$ cat config.mk
export PLATFORM = sky130hd
export DESIGN_NAME = infix_to_postfix_converter
export DESIGN_NICKNAME = d
export VERILOG_FILES = /design/src/hw/rtl/i2p_pkg.sv /design/src/hw/rtl/infix_to_postfix_converter.sv /design/src/hw/rtl/i2p_stack.sv
export SDC_FILE = /design/constraint.sdc
export NUM_CORES = 1
export LEC_CHECK = 0
export BUFFER_PORTS_ARGS = -buffer_cell sky130_fd_sc_hd__clkbuf_2
export CORE_MARGIN = 5
export CORE_UTILIZATION = 30
export DETAILED_ROUTE_END_ITERATION = 12
export HOLD_SLACK_MARGIN = 0.15
export SLEW_MARGIN = 30
export SYNTH_ARGS = -nofsm -noshare
export SYNTH_HDL_FRONTEND = slang
export SYNTH_SLANG_ARGS = --single-unit
$ cat constraint.sdc
create_clock -name clk -period 7.3 [get_ports clk]
set_clock_uncertainty 0.15 [all_clocks]
set_input_delay 0.73 -clock clk [delete_from_list [all_inputs] [get_ports clk]]
set_output_delay 0.73 -clock clk [all_outputs]
set_load 0.02 [all_outputs]
$ cat src/hw/rtl/i2p_pkg.sv
// Shared types, constants and character helpers for the infix-to-postfix converter.
`timescale 1ns / 1ps
`default_nettype none

package i2p_pkg;

  localparam int STACK_DEPTH_DEF = 32;

  localparam logic [7:0] CH_PLUS   = 8'h2B;
  localparam logic [7:0] CH_MINUS  = 8'h2D;
  localparam logic [7:0] CH_STAR   = 8'h2A;
  localparam logic [7:0] CH_SLASH  = 8'h2F;
  localparam logic [7:0] CH_LPAREN = 8'h28;
  localparam logic [7:0] CH_RPAREN = 8'h29;

  localparam logic [1:0] ERR_NONE      = 2'd0;
  localparam logic [1:0] ERR_OVERFLOW  = 2'd1;
  localparam logic [1:0] ERR_UNMATCHED = 2'd2;

  typedef struct packed {
    logic [7:0] char_in;
    logic       is_last;
  } in_item_t;

  typedef struct packed {
    logic [7:0] char_out;
    logic       char_valid;
    logic       expr_end;
    logic [1:0] error_code;
  } out_item_t;

  // Stack command and status between the sequencer and the stack.
  typedef struct packed {
    logic push;
    logic pop;
  } stk_ctl_t;

  typedef struct packed {
    logic       empty;
    logic       full;
    logic [7:0] top;
  } stk_sts_t;

  function automatic logic [1:0] prec_of(input logic [7:0] c);
    logic [1:0] p;
    p = 2'd0;
    if (c == CH_PLUS || c == CH_MINUS) p = 2'd1;
    if (c == CH_STAR || c == CH_SLASH) p = 2'd2;
    return p;
  endfunction

  function automatic logic is_alnum(input logic [7:0] c);
    return ((c >= 8'h30) && (c <= 8'h39)) || ((c >= 8'h41) && (c <= 8'h5A)) ||
           ((c >= 8'h61) && (c <= 8'h7A));
  endfunction

endpackage

`default_nettype wire

$ cat src/hw/rtl/infix_to_postfix_converter.sv
// Top level: shunting-yard sequencer, result staging and output register.
//
//   Channel | Ports                             | Direction | Payload
//   --------+-----------------------------------+-----------+------------------------------
//   input   | in_valid, in_ready, in_data       | in        | char_in, is_last
//   result  | out_valid, out_ready, out_data    | out       | char_out, char_valid,
//           |                                   |           | expr_end, error_code
//
// Steps: a letter or digit passes IDLE, FIN; '(' IDLE, PUSH, FIN; ')' IDLE, CLOSE, FIN;
// an operator IDLE, POP, PUSH, FIN. After a last character, FLUSH pops every entry left
// (up to STACK_DEPTH) before FIN. Every pop and the precedence compare go through the one
// stack port. Reset: rst_n clears the sequencer, stack fill count and valid flags; the stack
// contents are not cleared. Stalls: a step that stages a result holds while pend and out_r
// are full and out_ready is low; in_ready stays low until the item's last result is queued.
`timescale 1ns / 1ps
`default_nettype none

module infix_to_postfix_converter #(
  parameter int STACK_DEPTH = i2p_pkg::STACK_DEPTH_DEF
) (
  input  wire logic              clk,
  input  wire logic              rst_n,
  input  wire logic              in_valid,
  output logic                   in_ready,
  input  wire i2p_pkg::in_item_t in_data,
  output logic                   out_valid,
  input  wire logic              out_ready,
  output i2p_pkg::out_item_t     out_data
);
  import i2p_pkg::*;

  typedef enum logic [5:0] {
    S_IDLE  = 6'b000001,
    S_CLOSE = 6'b000010,
    S_POP   = 6'b000100,
    S_PUSH  = 6'b001000,
    S_FLUSH = 6'b010000,
    S_FIN   = 6'b100000
  } state_t;

  state_t     state_r, state_nxt;
  logic [7:0] c_r;
  logic       last_r;
  logic [1:0] prec_r;

  // One result is staged in pend so that expr_end can be set on the final one.
  logic       pend_vld_r;
  out_item_t  pend_r;
  logic       out_vld_r;
  out_item_t  out_r;

  stk_ctl_t   stk_ctl;
  stk_sts_t   stk_sts;

  logic       can_shift;
  logic       produce_ok;
  logic       produce;
  logic       fin_move;
  logic       fin_bare;
  logic       accept;
  out_item_t  new_res;
  state_t     after_op;

  i2p_stack #(
    .DEPTH (STACK_DEPTH)
  ) u_stack (
    .clk       (clk),
    .rst_n     (rst_n),
    .ctl       (stk_ctl),
    .push_data (c_r),
    .sts       (stk_sts)
  );

  assign in_ready   = (state_r == S_IDLE);
  assign accept     = in_valid && in_ready;
  assign out_valid  = out_vld_r;
  assign out_data   = out_r;
  assign can_shift  = !out_vld_r || out_ready;
  assign produce_ok = !pend_vld_r || can_shift;
  assign after_op   = last_r ? S_FLUSH : S_FIN;

  always_comb begin
    state_nxt = state_r;
    stk_ctl   = '0;
    produce   = 1'b0;
    fin_move  = 1'b0;
    fin_bare  = 1'b0;
    new_res   = '0;
    case (state_r)
      S_IDLE: begin
        if (in_valid) begin
          if (is_alnum(in_data.char_in)) begin
            // Literal goes straight to staging; pend is always empty here.
            new_res.char_out   = in_data.char_in;
            new_res.char_valid = 1'b1;
            produce            = 1'b1;
            state_nxt          = in_data.is_last ? S_FLUSH : S_FIN;
          end else if (in_data.char_in == CH_LPAREN) begin
            state_nxt = S_PUSH;
          end else if (in_data.char_in == CH_RPAREN) begin
            state_nxt = S_CLOSE;
          end else begin
            state_nxt = S_POP;
          end
        end
      end
      S_CLOSE: begin
        if (stk_sts.empty) begin
          new_res.error_code = ERR_UNMATCHED;
          if (produce_ok) begin
            produce   = 1'b1;
            state_nxt = after_op;
          end
        end else if (stk_sts.top == CH_LPAREN) begin
          // Drop the matching open parenthesis.
          stk_ctl.pop = 1'b1;
          state_nxt   = after_op;
        end else begin
          new_res.char_out   = stk_sts.top;
          new_res.char_valid = 1'b1;
          if (produce_ok) begin
            produce     = 1'b1;
            stk_ctl.pop = 1'b1;
          end
        end
      end
      S_POP: begin
        if (!stk_sts.empty && (prec_of(stk_sts.top) >= prec_r)) begin
          new_res.char_out   = stk_sts.top;
          new_res.char_valid = 1'b1;
          if (produce_ok) begin
            produce     = 1'b1;
            stk_ctl.pop = 1'b1;
          end
        end else begin
          state_nxt = S_PUSH;
        end
      end
      S_PUSH: begin
        if (stk_sts.full) begin
          new_res.error_code = ERR_OVERFLOW;
          if (produce_ok) begin
            produce   = 1'b1;
            state_nxt = after_op;
          end
        end else begin
          stk_ctl.push = 1'b1;
          state_nxt    = after_op;
        end
      end
      S_FLUSH: begin
        if (!stk_sts.empty) begin
          new_res.char_out   = stk_sts.top;
          new_res.char_valid = 1'b1;
          if (produce_ok) begin
            produce     = 1'b1;
            stk_ctl.pop = 1'b1;
          end
        end else begin
          state_nxt = S_FIN;
        end
      end
      S_FIN: begin
        if (pend_vld_r) begin
          if (can_shift) begin
            fin_move  = 1'b1;
            state_nxt = S_IDLE;
          end
        end else if (last_r) begin
          if (can_shift) begin
            fin_bare  = 1'b1;
            state_nxt = S_IDLE;
          end
        end else begin
          state_nxt = S_IDLE;
        end
      end
      default: begin
        state_nxt = S_IDLE;
      end
    endcase
  end

  always_ff @(posedge clk) begin
    if (!rst_n) begin
      state_r    <= S_IDLE;
      pend_vld_r <= 1'b0;
      out_vld_r  <= 1'b0;
    end else begin
      state_r <= state_nxt;
      if (produce) begin
        pend_vld_r <= 1'b1;
      end else if (fin_move) begin
        pend_vld_r <= 1'b0;
      end
      if ((produce && pend_vld_r) || fin_move || fin_bare) begin
        out_vld_r <= 1'b1;
      end else if (out_ready) begin
        out_vld_r <= 1'b0;
      end
    end
  end

  // Payload registers: no reset needed.
  always_ff @(posedge clk) begin
    if (accept) begin
      c_r    <= in_data.char_in;
      last_r <= in_data.is_last;
      prec_r <= prec_of(in_data.char_in);
    end
    if (produce) begin
      pend_r <= new_res;
    end
    if (produce && pend_vld_r) begin
      out_r          <= pend_r;
      out_r.expr_end <= 1'b0;
    end else if (fin_move) begin
      out_r          <= pend_r;
      out_r.expr_end <= last_r;
    end else if (fin_bare) begin
      out_r          <= '0;
      out_r.expr_end <= 1'b1;
    end
  end

  a_no_push_full: assert property (@(posedge clk) disable iff (!rst_n)
    stk_ctl.push |-> !stk_sts.full)
    else $error("push issued on a full stack");

  a_no_pop_empty: assert property (@(posedge clk) disable iff (!rst_n)
    stk_ctl.pop |-> !stk_sts.empty)
    else $error("pop issued on an empty stack");

  a_push_pop_excl: assert property (@(posedge clk) disable iff (!rst_n)
    !(stk_ctl.push && stk_ctl.pop))
    else $error("push and pop in the same cycle");

  a_idle_no_pend: assert property (@(posedge clk) disable iff (!rst_n)
    (state_r == S_IDLE) |-> !pend_vld_r)
    else $error("staged result left over between items");

  a_err_no_char: assert property (@(posedge clk) disable iff (!rst_n)
    out_vld_r |-> !(out_r.char_valid && (out_r.error_code != ERR_NONE)))
    else $error("error result carries a character");

endmodule

`default_nettype wire

$ cat src/hw/rtl/i2p_stack.sv
// Operator stack: register file with push, pop and a registered fill count.
`timescale 1ns / 1ps
`default_nettype none

module i2p_stack #(
  parameter int DEPTH = i2p_pkg::STACK_DEPTH_DEF
) (
  input  wire logic              clk,
  input  wire logic              rst_n,
  input  wire i2p_pkg::stk_ctl_t ctl,
  input  wire logic [7:0]        push_data,
  output i2p_pkg::stk_sts_t      sts
);
  import i2p_pkg::*;

  localparam int CW = $clog2(DEPTH + 1);
  localparam int AW = $clog2(DEPTH);

  logic [7:0]    stack_r [DEPTH];
  logic [CW-1:0] count_r;
  logic [CW-1:0] count_nxt;
  logic [CW-1:0] top_cnt;
  logic [AW-1:0] top_idx;
  logic [AW-1:0] wr_idx;

  assign top_cnt = count_r - CW'(1);
  assign top_idx = top_cnt[AW-1:0];
  assign wr_idx  = count_r[AW-1:0];

  assign sts.empty = (count_r == '0);
  assign sts.full  = (count_r == CW'(DEPTH));
  assign sts.top   = sts.empty ? 8'h00 : stack_r[top_idx];

  always_comb begin
    count_nxt = count_r;
    if (ctl.push && !sts.full) begin
      count_nxt = count_r + CW'(1);
    end else if (ctl.pop && !sts.empty) begin
      count_nxt = top_cnt;
    end
  end

  always_ff @(posedge clk) begin
    if (!rst_n) begin
      count_r <= '0;
    end else begin
      count_r <= count_nxt;
    end
  end

  always_ff @(posedge clk) begin
    if (ctl.push && !sts.full) begin
      stack_r[wr_idx] <= push_data;
    end
  end

endmodule

`default_nettype wire
==> summary.md, run 1 <==
| Metric | Value |
|---|---|
| Crit end category | flip-flop |
| Required time of the worst setup path | 7.35 ns |
| Final Cycle Share | 0.8669 |
| Reported max-cap violation count | 0 |
| WL met2 | 13.49 mm |
| Power consumption | 3.610 mW |
| Wire per inst | 21.50 microns |
| Number of nets in the synthesized netlist | 759 |
| Total detailed-routing wirelength | 28.88 mm |
| Signed area change from the synthesized netlist to the final layout | 13.68% |
| Post-synthesis cell area | 12850 sq um |
| Number of antenna violations at the first check in global routing | 0 |
| Post-CTS sizing | 0 |
| CTS tree | yes |
| Final weighted congestion in routability-driven placement | 0.8859 |
| Core area | 42130 sq um |
| # fillers | 3934 |
| Setup Buffers After CTS | 0 |
| Commonest cells after routing, fill and taps aside | 289 x sky130_fd_sc_hd__edfxtp_1, 59 x sky130_fd_sc_hd__nor2_1, 56 x sky130_fd_sc_hd__mux4_2 |
| Class of the most critical setup path | reg -> reg |
| Worst ir drop on vdd | 0.1611 mV |
| Most instantiated flip-flop cell in the synthesis netlist | sky130_fd_sc_hd__edfxtp_1 |
| Total power density per cell area | 247.2 nW/um^2 |
| Signal arrival time at the worst endpoint | 6.37 ns |
| Tightest hold margin | 0.2402 ns |
| Vias/cell | 5.142 |
| Unrepaired setup endpoints after global routing | no |
| Hold path start | in_data[0] |
| Die height | 216.9 microns |
| Leading cell type in the layout, fill and taps excluded | sky130_fd_sc_hd__edfxtp_1 |
| Total area of multi-input combinational cells | 3649 sq um |
| Crit Reg-Reg Startpoint | u_stack.count_r[0] |
| Most used cell, CP | sky130_fd_sc_hd__nor2_1 |
| Via count of the first global-routing pass | 6716 |
| Share of async-settable or async-resettable flops after synthesis | 0 |
| Maximum fanout along the worst path | 19 |
| Global-route wire length before repair | 43.39 mm |
| Leakage dissipation | 4.567 nW |
| Path depth of the worst reg2reg path | 19 |
| Total negative slack | 0 ns |
| Number of synthesized flops with an enable pin | 289 |
| Number of DRC markers after the initial detailed-route iteration | 813 |
| Crit start category | flip-flop |
| Largest net degree at the start of global routing | 48 |
| DRC violations left | 0 |
| Top sig layer | met4 |
| Hold Buf Count CTS | 0 |
| Synthesis warning total | 0 |
| H-tree lvl count | 1 |
| Number of nets with antenna violations after routing | 0 |
| Worst flop-to-flop path endpoint | out_data[10] |
| Category of cells accounting for the largest share of critical-path delay | simple AND/OR/NAND/NOR gates |
| Final hold violations | 0 |
| Delay of the slowest critical-path stage | 0.72 ns |
| Worst-skew pair later-pin latency | 0.57 ns |
| Syn Inst Count | 739 |
| Count of buffers inserted at the top-level ports | 26 |
| Slew margin rel. | 0.3529 |
| Fmax | 158.0 MHz |
| Clock root buffer master | sky130_fd_sc_hd__clkbuf_16 |
| Number of standard cells in the final layout excluding fillers | 1343 |
| Shortest clock period the worst path allows after layout | 6.328 ns |
| Floorplan die width | 216.9 microns |
| Count of state elements after synthesis | 304 |
| Worst reg2reg setup slack | 0.97 ns |
| Total buffers and inverters traversed by the critical path | 1 |
| Maximum count of clock buffers along a single path | 3 |
| Area enclosed by the die boundary | 47060 sq um |
| Actual transition at the worst max-transition pin | 0.9671 ns |
| Final count of pins violating max slew | 0 |
| Final setup violation count | 0 |
| Highest-delay cell along the critical path | sky130_fd_sc_hd__xor2_4 |
| TritonCTS buffer count | 31 |
| # rows | 75 |
| Via count of the routed design | 6906 |
| Initial DRT Pass Iterations | 5 |
| Proportion of layout cells with a drive suffix above 1 | 0.2040 |
| Met1 routed wirelength after detailed routing | 12.94 mm |
| Sum of overflow across all layers after global routing | 0 |
| Detailed Place HPWL | 19.20 mm |
| Netlist cell types | 80 |
| Clock sink total | 304 |
| I/O pin total | 27 |
| Count of placed standard cells including taps | 1284 |
| Fin nets | 799 |
| Wire length on met3 | 1.667 mm |
| Seq/Total Area, Yosys | 0.6989 |
| Synthesized area per cell | 17.38 sq um |
| Cell count of the worst hold path | 1 |
| All-layer global routing usage | 0.1192 |
| Effective utilization at floorplan | 0.3049 |
| Finished Core Util | 0.3466 |
| Cell-by-cell listing of the critical path | inv_1, ha_1, xor2_4, mux4_1, a22oi_1, a21oi_1, a31o_2, nor3_1, nand4_1, ha_1, nand2b_1, a21oi_1, nor2_1, nor2_1, o22ai_1, a21oi_1, o21ai_2, nor2_1, nor2_1 |
| N_diodes | 0 |
| Class of the most critical hold timing path | in -> reg |
| Hold EP | last_r |
| Clk pin slew, worst setup/hold paths | 0.06 ns |
| Sequential cell area | 8982 sq um |
| Run status | finished clean |
==> worst max-delay path by stage <==
stage / start / to / slack [ns] / depth (start not counted)
after global placement: u_stack.count_r[0] / out_data[8] / 1.18 / 19
after detailed placement: u_stack.count_r[0] / out_data[8] / 0.98 / 19
after CTS: u_stack.count_r[0] / out_data[10] / 0.93 / 19
after global routing: u_stack.count_r[0] / out_data[5] / 0.36 / 19
final: u_stack.count_r[0] / out_data[10] / 0.97 / 19
after floorplan: u_stack.count_r[0] / out_data[0] / 2.08 / 23
==> final cells by class <==
class	instances	share of cell area
well taps	539	0.04618
repair buffers	44	0.01971
inverters	6	0.001542
flip-flops and latches	304	0.6151
multi-input cells	392	0.2498
clock buffers	42	0.05595
clock inverters	16	0.01174
==> where the power goes <==
group          switching, mW  leakage [nW]  internal, mW  total (mW)
Combinational         0.0755          1.38        0.0313       0.107
Sequential            0.0210          2.71          1.94        1.96
Clock                  0.650         0.471         0.892        1.54
==> metrics by stage <==
stage	setup WS, ns	area (sq um)
after CTS	0.9322	14590
final	0.9720	14600
after floorplan	2.075	12850
after global routing	0.3621	14600
after detailed placement	0.9781	13600
after global placement	1.180	13560
==> cell usage after synthesis, drive strengths merged (13+ instances only) <==
| master | n | area (sq um) |
|---|---|---|
| a21oi | 20 | 100.1 |
| and3 | 17 | 106.4 |
| buf | 22 | 157.6 |
| clkbuf | 15 | 56.30 |
| dfxtp | 15 | 300.3 |
| edfxtp | 289 | 8678 |
| mux2i | 24 | 265.3 |
| mux4 | 65 | 1498 |
| nand2 | 40 | 157.6 |
| nand3 | 13 | 65.06 |
| nor2 | 61 | 229.0 |
| o21ai | 21 | 108.9 |
==> state kept, by name (all words and copies together) (netlist names) <==
name	flops
u_stack.count_r	6
pend_vld_r	1
prec_r	2
c_r	8
out_valid	1
pend_r	11
last_r	1
out_data	12
state_r	6
u_stack.stack_r	256
==> layer usage <==
metal | vias up | GRT usage
met5 | - | 0
met4 | 0 | 0.02949
met3 | 51 | 0.01779
met2 | 242 | 0.1914
met1 | 3532 | 0.1723
li1 | 3081 | -
==> kinds of logic (layout without fill, tap and decap cells) <==
family | after synthesis | count (layout) | share of synthesized area
mux | 92 | 92 | 0.1399
flops | 304 | 304 | 0.6989
compound gates | 89 | 89 | 0.05036
simple gates | 196 | 196 | 0.07812
xor+xnor | 8 | 8 | 0.007500
buf+inv | 43 | 108 | 0.01841
fa+ha+maj | 7 | 7 | 0.006818
==> worst reg2reg max path, delay by kind of cell, from the launching register on <==
family | cells | cell delay (ns)
AO/OA/AOI/OAI | 7 | 1.29
buffers and inverters | 1 | 0.25
AND/OR/NAND/NOR | 7 | 1.57
XOR/XNOR | 1 | 0.72
flip-flops | 1 | 0.57
adder cells (fa/ha/maj) | 2 | 0.71
multiplexers | 1 | 0.68
Note: power is estimated with default switching activity, not from simulation.
==> run 2: changes to the inputs <==
--- a/config.mk
+++ b/config.mk
@@ -8,6 +8,7 @@
 export BUFFER_PORTS_ARGS = -buffer_cell sky130_fd_sc_hd__clkbuf_2
 export CORE_MARGIN = 5
 export CORE_UTILIZATION = 30
+export CTS_BUF_LIST = sky130_fd_sc_hd__clkbuf_4 sky130_fd_sc_hd__clkbuf_8
 export DETAILED_ROUTE_END_ITERATION = 12
 export HOLD_SLACK_MARGIN = 0.15
 export SLEW_MARGIN = 30
==> run 2 against run 1 <==
  * Sequential cell count unchanged
  * Critical path type unchanged
  * Die area unchanged
  * Final area up 0.30%
  * Critical path depth unchanged
  * Maximum frequency up 0.38%
  * Critical endpoint is now out_data[11]
  * Register-to-register slack better by 0.02 ns
==> summary.md, run 2 (same netlist as run 1, synthesis figures left out) <==
| Metric | Value |
|---|---|
| Run status | finished clean |
| Area enclosed by the die boundary | 47060 sq um (unchanged) |
| Cell count of the worst hold path | 1 (unchanged) |
| Maximum fanout along the worst path | 19 (unchanged) |
| Post-CTS sizing | 0 (unchanged) |
| TritonCTS buffer count | 50 (+61%) |
| Initial DRT Pass Iterations | 5 (unchanged) |
| Class of the most critical hold timing path | in -> reg |
| Total negative slack | 0 ns (unchanged) |
| Reported max-cap violation count | 0 (unchanged) |
| Finished Core Util | 0.3476 (+0.001040) |
| Tightest hold margin | 0.2339 ns (-0.006298 ns) |
| Via count of the first global-routing pass | 6999 (+4.2%) |
| Final count of pins violating max slew | 0 (unchanged) |
| Number of nets with antenna violations after routing | 0 (unchanged) |
| Clock sink total | 304 (unchanged) |
| Fin nets | 818 (+2.4%) |
| CTS tree | yes |
| Detailed Place HPWL | 19.20 mm (unchanged) |
| Global-route wire length before repair | 44.09 mm (+1.6%) |
| Number of antenna violations at the first check in global routing | 0 (unchanged) |
| Final Cycle Share | 0.8636 (-0.003277) |
| H-tree lvl count | 2 (+1) |
| Number of DRC markers after the initial detailed-route iteration | 725 (-11%) |
| Crit start category | flip-flop |
| Signal arrival time at the worst endpoint | 6.35 ns (-0.02 ns) |
| Signed area change from the synthesized netlist to the final layout | 14.03% |
| DRC violations left | 0 (unchanged) |
| Leading cell type in the layout, fill and taps excluded | sky130_fd_sc_hd__edfxtp_1 |
| Total detailed-routing wirelength | 29.30 mm (+1.4%) |
| Shortest clock period the worst path allows after layout | 6.304 ns (-0.02392 ns) |
| # rows | 75 (unchanged) |
| Required time of the worst setup path | 7.35 ns (about the same) |
| Hold Buf Count CTS | 0 (unchanged) |
| Number of flip-flops under the largest register name | 256 (unchanged) |
| Sum of overflow across all layers after global routing | 0 (unchanged) |
| Final standard cell area without fillers | 14650 sq um (+0.30%) |
| Largest net degree at the start of global routing | 48 (unchanged) |
| Setup Buffers After CTS | 0 (unchanged) |
| Unrepaired setup endpoints after global routing | no |
| Most flop-heavy register | u_stack.stack_r |
| Floorplan die width | 216.9 microns (unchanged) |
| Leakage dissipation | 4.632 nW (+1.4%) |
| Proportion of layout cells with a drive suffix above 1 | 0.2354 (+0.03138) |
| Wire per inst | 21.29 microns (-0.99%) |
| I/O pin total | 27 (unchanged) |
| Clock root buffer master | sky130_fd_sc_hd__clkbuf_8 |
| # fillers | 3927 (-0.18%) |
| Actual transition at the worst max-transition pin | 0.9888 ns (+0.02169 ns) |
| Worst-skew pair later-pin latency | 0.60 ns (+0.03 ns) |
| Total power density per cell area | 246.1 nW/um^2 (-0.45%) |
| All-layer global routing usage | 0.1216 (+0.002358) |
| Die height | 216.9 microns (unchanged) |
| Effective utilization at floorplan | 0.3049 (unchanged) |
| Maximum count of clock buffers along a single path | 3 (unchanged) |
| Slew margin rel. | 0.3383 (-0.01451) |
| Via count of the routed design | 6976 (+1.0%) |
| Cell Area, Placed | 13600 sq um (unchanged) |
| Vias/cell | 5.070 (-1.4%) |
| Fmax | 158.6 MHz (+0.38%) |
| Worst ir drop on vdd | 0.1202 mV (-25%) |
| Core area | 42130 sq um (unchanged) |
| Final weighted congestion in routability-driven placement | 0.8859 (unchanged) |
| Path depth of the worst reg2reg path | 19 (unchanged) |
| Clk pin slew, worst setup/hold paths | 0.06 ns (about the same) |
| Count of buffers inserted at the top-level ports | 26 (unchanged) |
| Final setup violation count | 0 (unchanged) |
| Crit end category | flip-flop |
| Commonest cells after routing, fill and taps aside | 289 x sky130_fd_sc_hd__edfxtp_1, 59 x sky130_fd_sc_hd__nor2_1, 56 x sky130_fd_sc_hd__mux4_2 |
| N_diodes | 0 (unchanged) |
| Final hold violations | 0 (unchanged) |
| Class of the most critical setup path | reg -> reg |
## run 2: metal layers
metal  GRT usage  vias up  part of all wire
met5           0        -                 0
met4     0.03771        0             0.025
met3     0.02293       60             0.060
met2      0.1917      239              0.46
met1      0.1723     3547              0.45
li1            -     3130                 -
## run 2: area by class of cell
| class | instances | area, sq um | share of cell area |
|---|---|---|---|
| flip-flops and latches | 304 | 8982 | 0.6132 |
| clock buffers | 63 | 792.0 | 0.05407 |
| inverters | 6 | 22.52 | 0.001538 |
| repair buffers | 44 | 287.8 | 0.01965 |
| clock inverters | 28 | 240.2 | 0.01640 |
| multi-input cells | 392 | 3649 | 0.2491 |
| well taps | 539 | 674.4 | 0.04604 |
## run 2: stage by stage
step / cells / setup WS (ns) / power (mW)
2_1_floorplan: 739 / 2.075 / 2.048
3_3_place_gp: 1281 / 1.180 / 2.098
3_5_place_dp: 1284 / 0.9781 / 2.106
4_1_cts: 1375 / 0.9295 / 3.635
5_1_grt: 1376 / 0.3638 / 3.730
6_report: 1376 / 0.9959 / 3.605
## run 2: worst paths after layout
path                  end          startpoint  slack (ns)
max          out_data[11]  u_stack.count_r[0]         1.0
min                c_r[7]          in_data[8]        0.23
max reg2reg  out_data[11]  u_stack.count_r[0]         1.0
min reg2reg   out_data[2]         out_data[2]        0.38
## run 2: critical path, cell delays in order, from the launching register on
cell	delay [ns]
sky130_fd_sc_hd__dfxtp_4	0.58
sky130_fd_sc_hd__inv_1	0.25
sky130_fd_sc_hd__ha_1	0.41
sky130_fd_sc_hd__xor2_4	0.70
sky130_fd_sc_hd__mux4_1	0.66
sky130_fd_sc_hd__a22oi_1	0.21
sky130_fd_sc_hd__a21oi_1	0.13
sky130_fd_sc_hd__a31o_2	0.31
sky130_fd_sc_hd__nor3_1	0.29
sky130_fd_sc_hd__nand4_1	0.13
sky130_fd_sc_hd__ha_1	0.31
sky130_fd_sc_hd__nand2b_1	0.10
sky130_fd_sc_hd__a21oi_1	0.07
sky130_fd_sc_hd__nor2_1	0.17
sky130_fd_sc_hd__nor2_1	0.12
sky130_fd_sc_hd__o22ai_1	0.19
sky130_fd_sc_hd__a21oi_1	0.11
sky130_fd_sc_hd__o21ai_2	0.28
sky130_fd_sc_hd__nor2_1	0.12
sky130_fd_sc_hd__nor2_1	0.64
## run 2: power breakdown
part / internal [mW] / switching (mW) / total [mW]
registers: 1.94 / 0.0212 / 1.96
clock network: 0.859 / 0.676 / 1.54
logic: 0.0313 / 0.0762 / 0.107
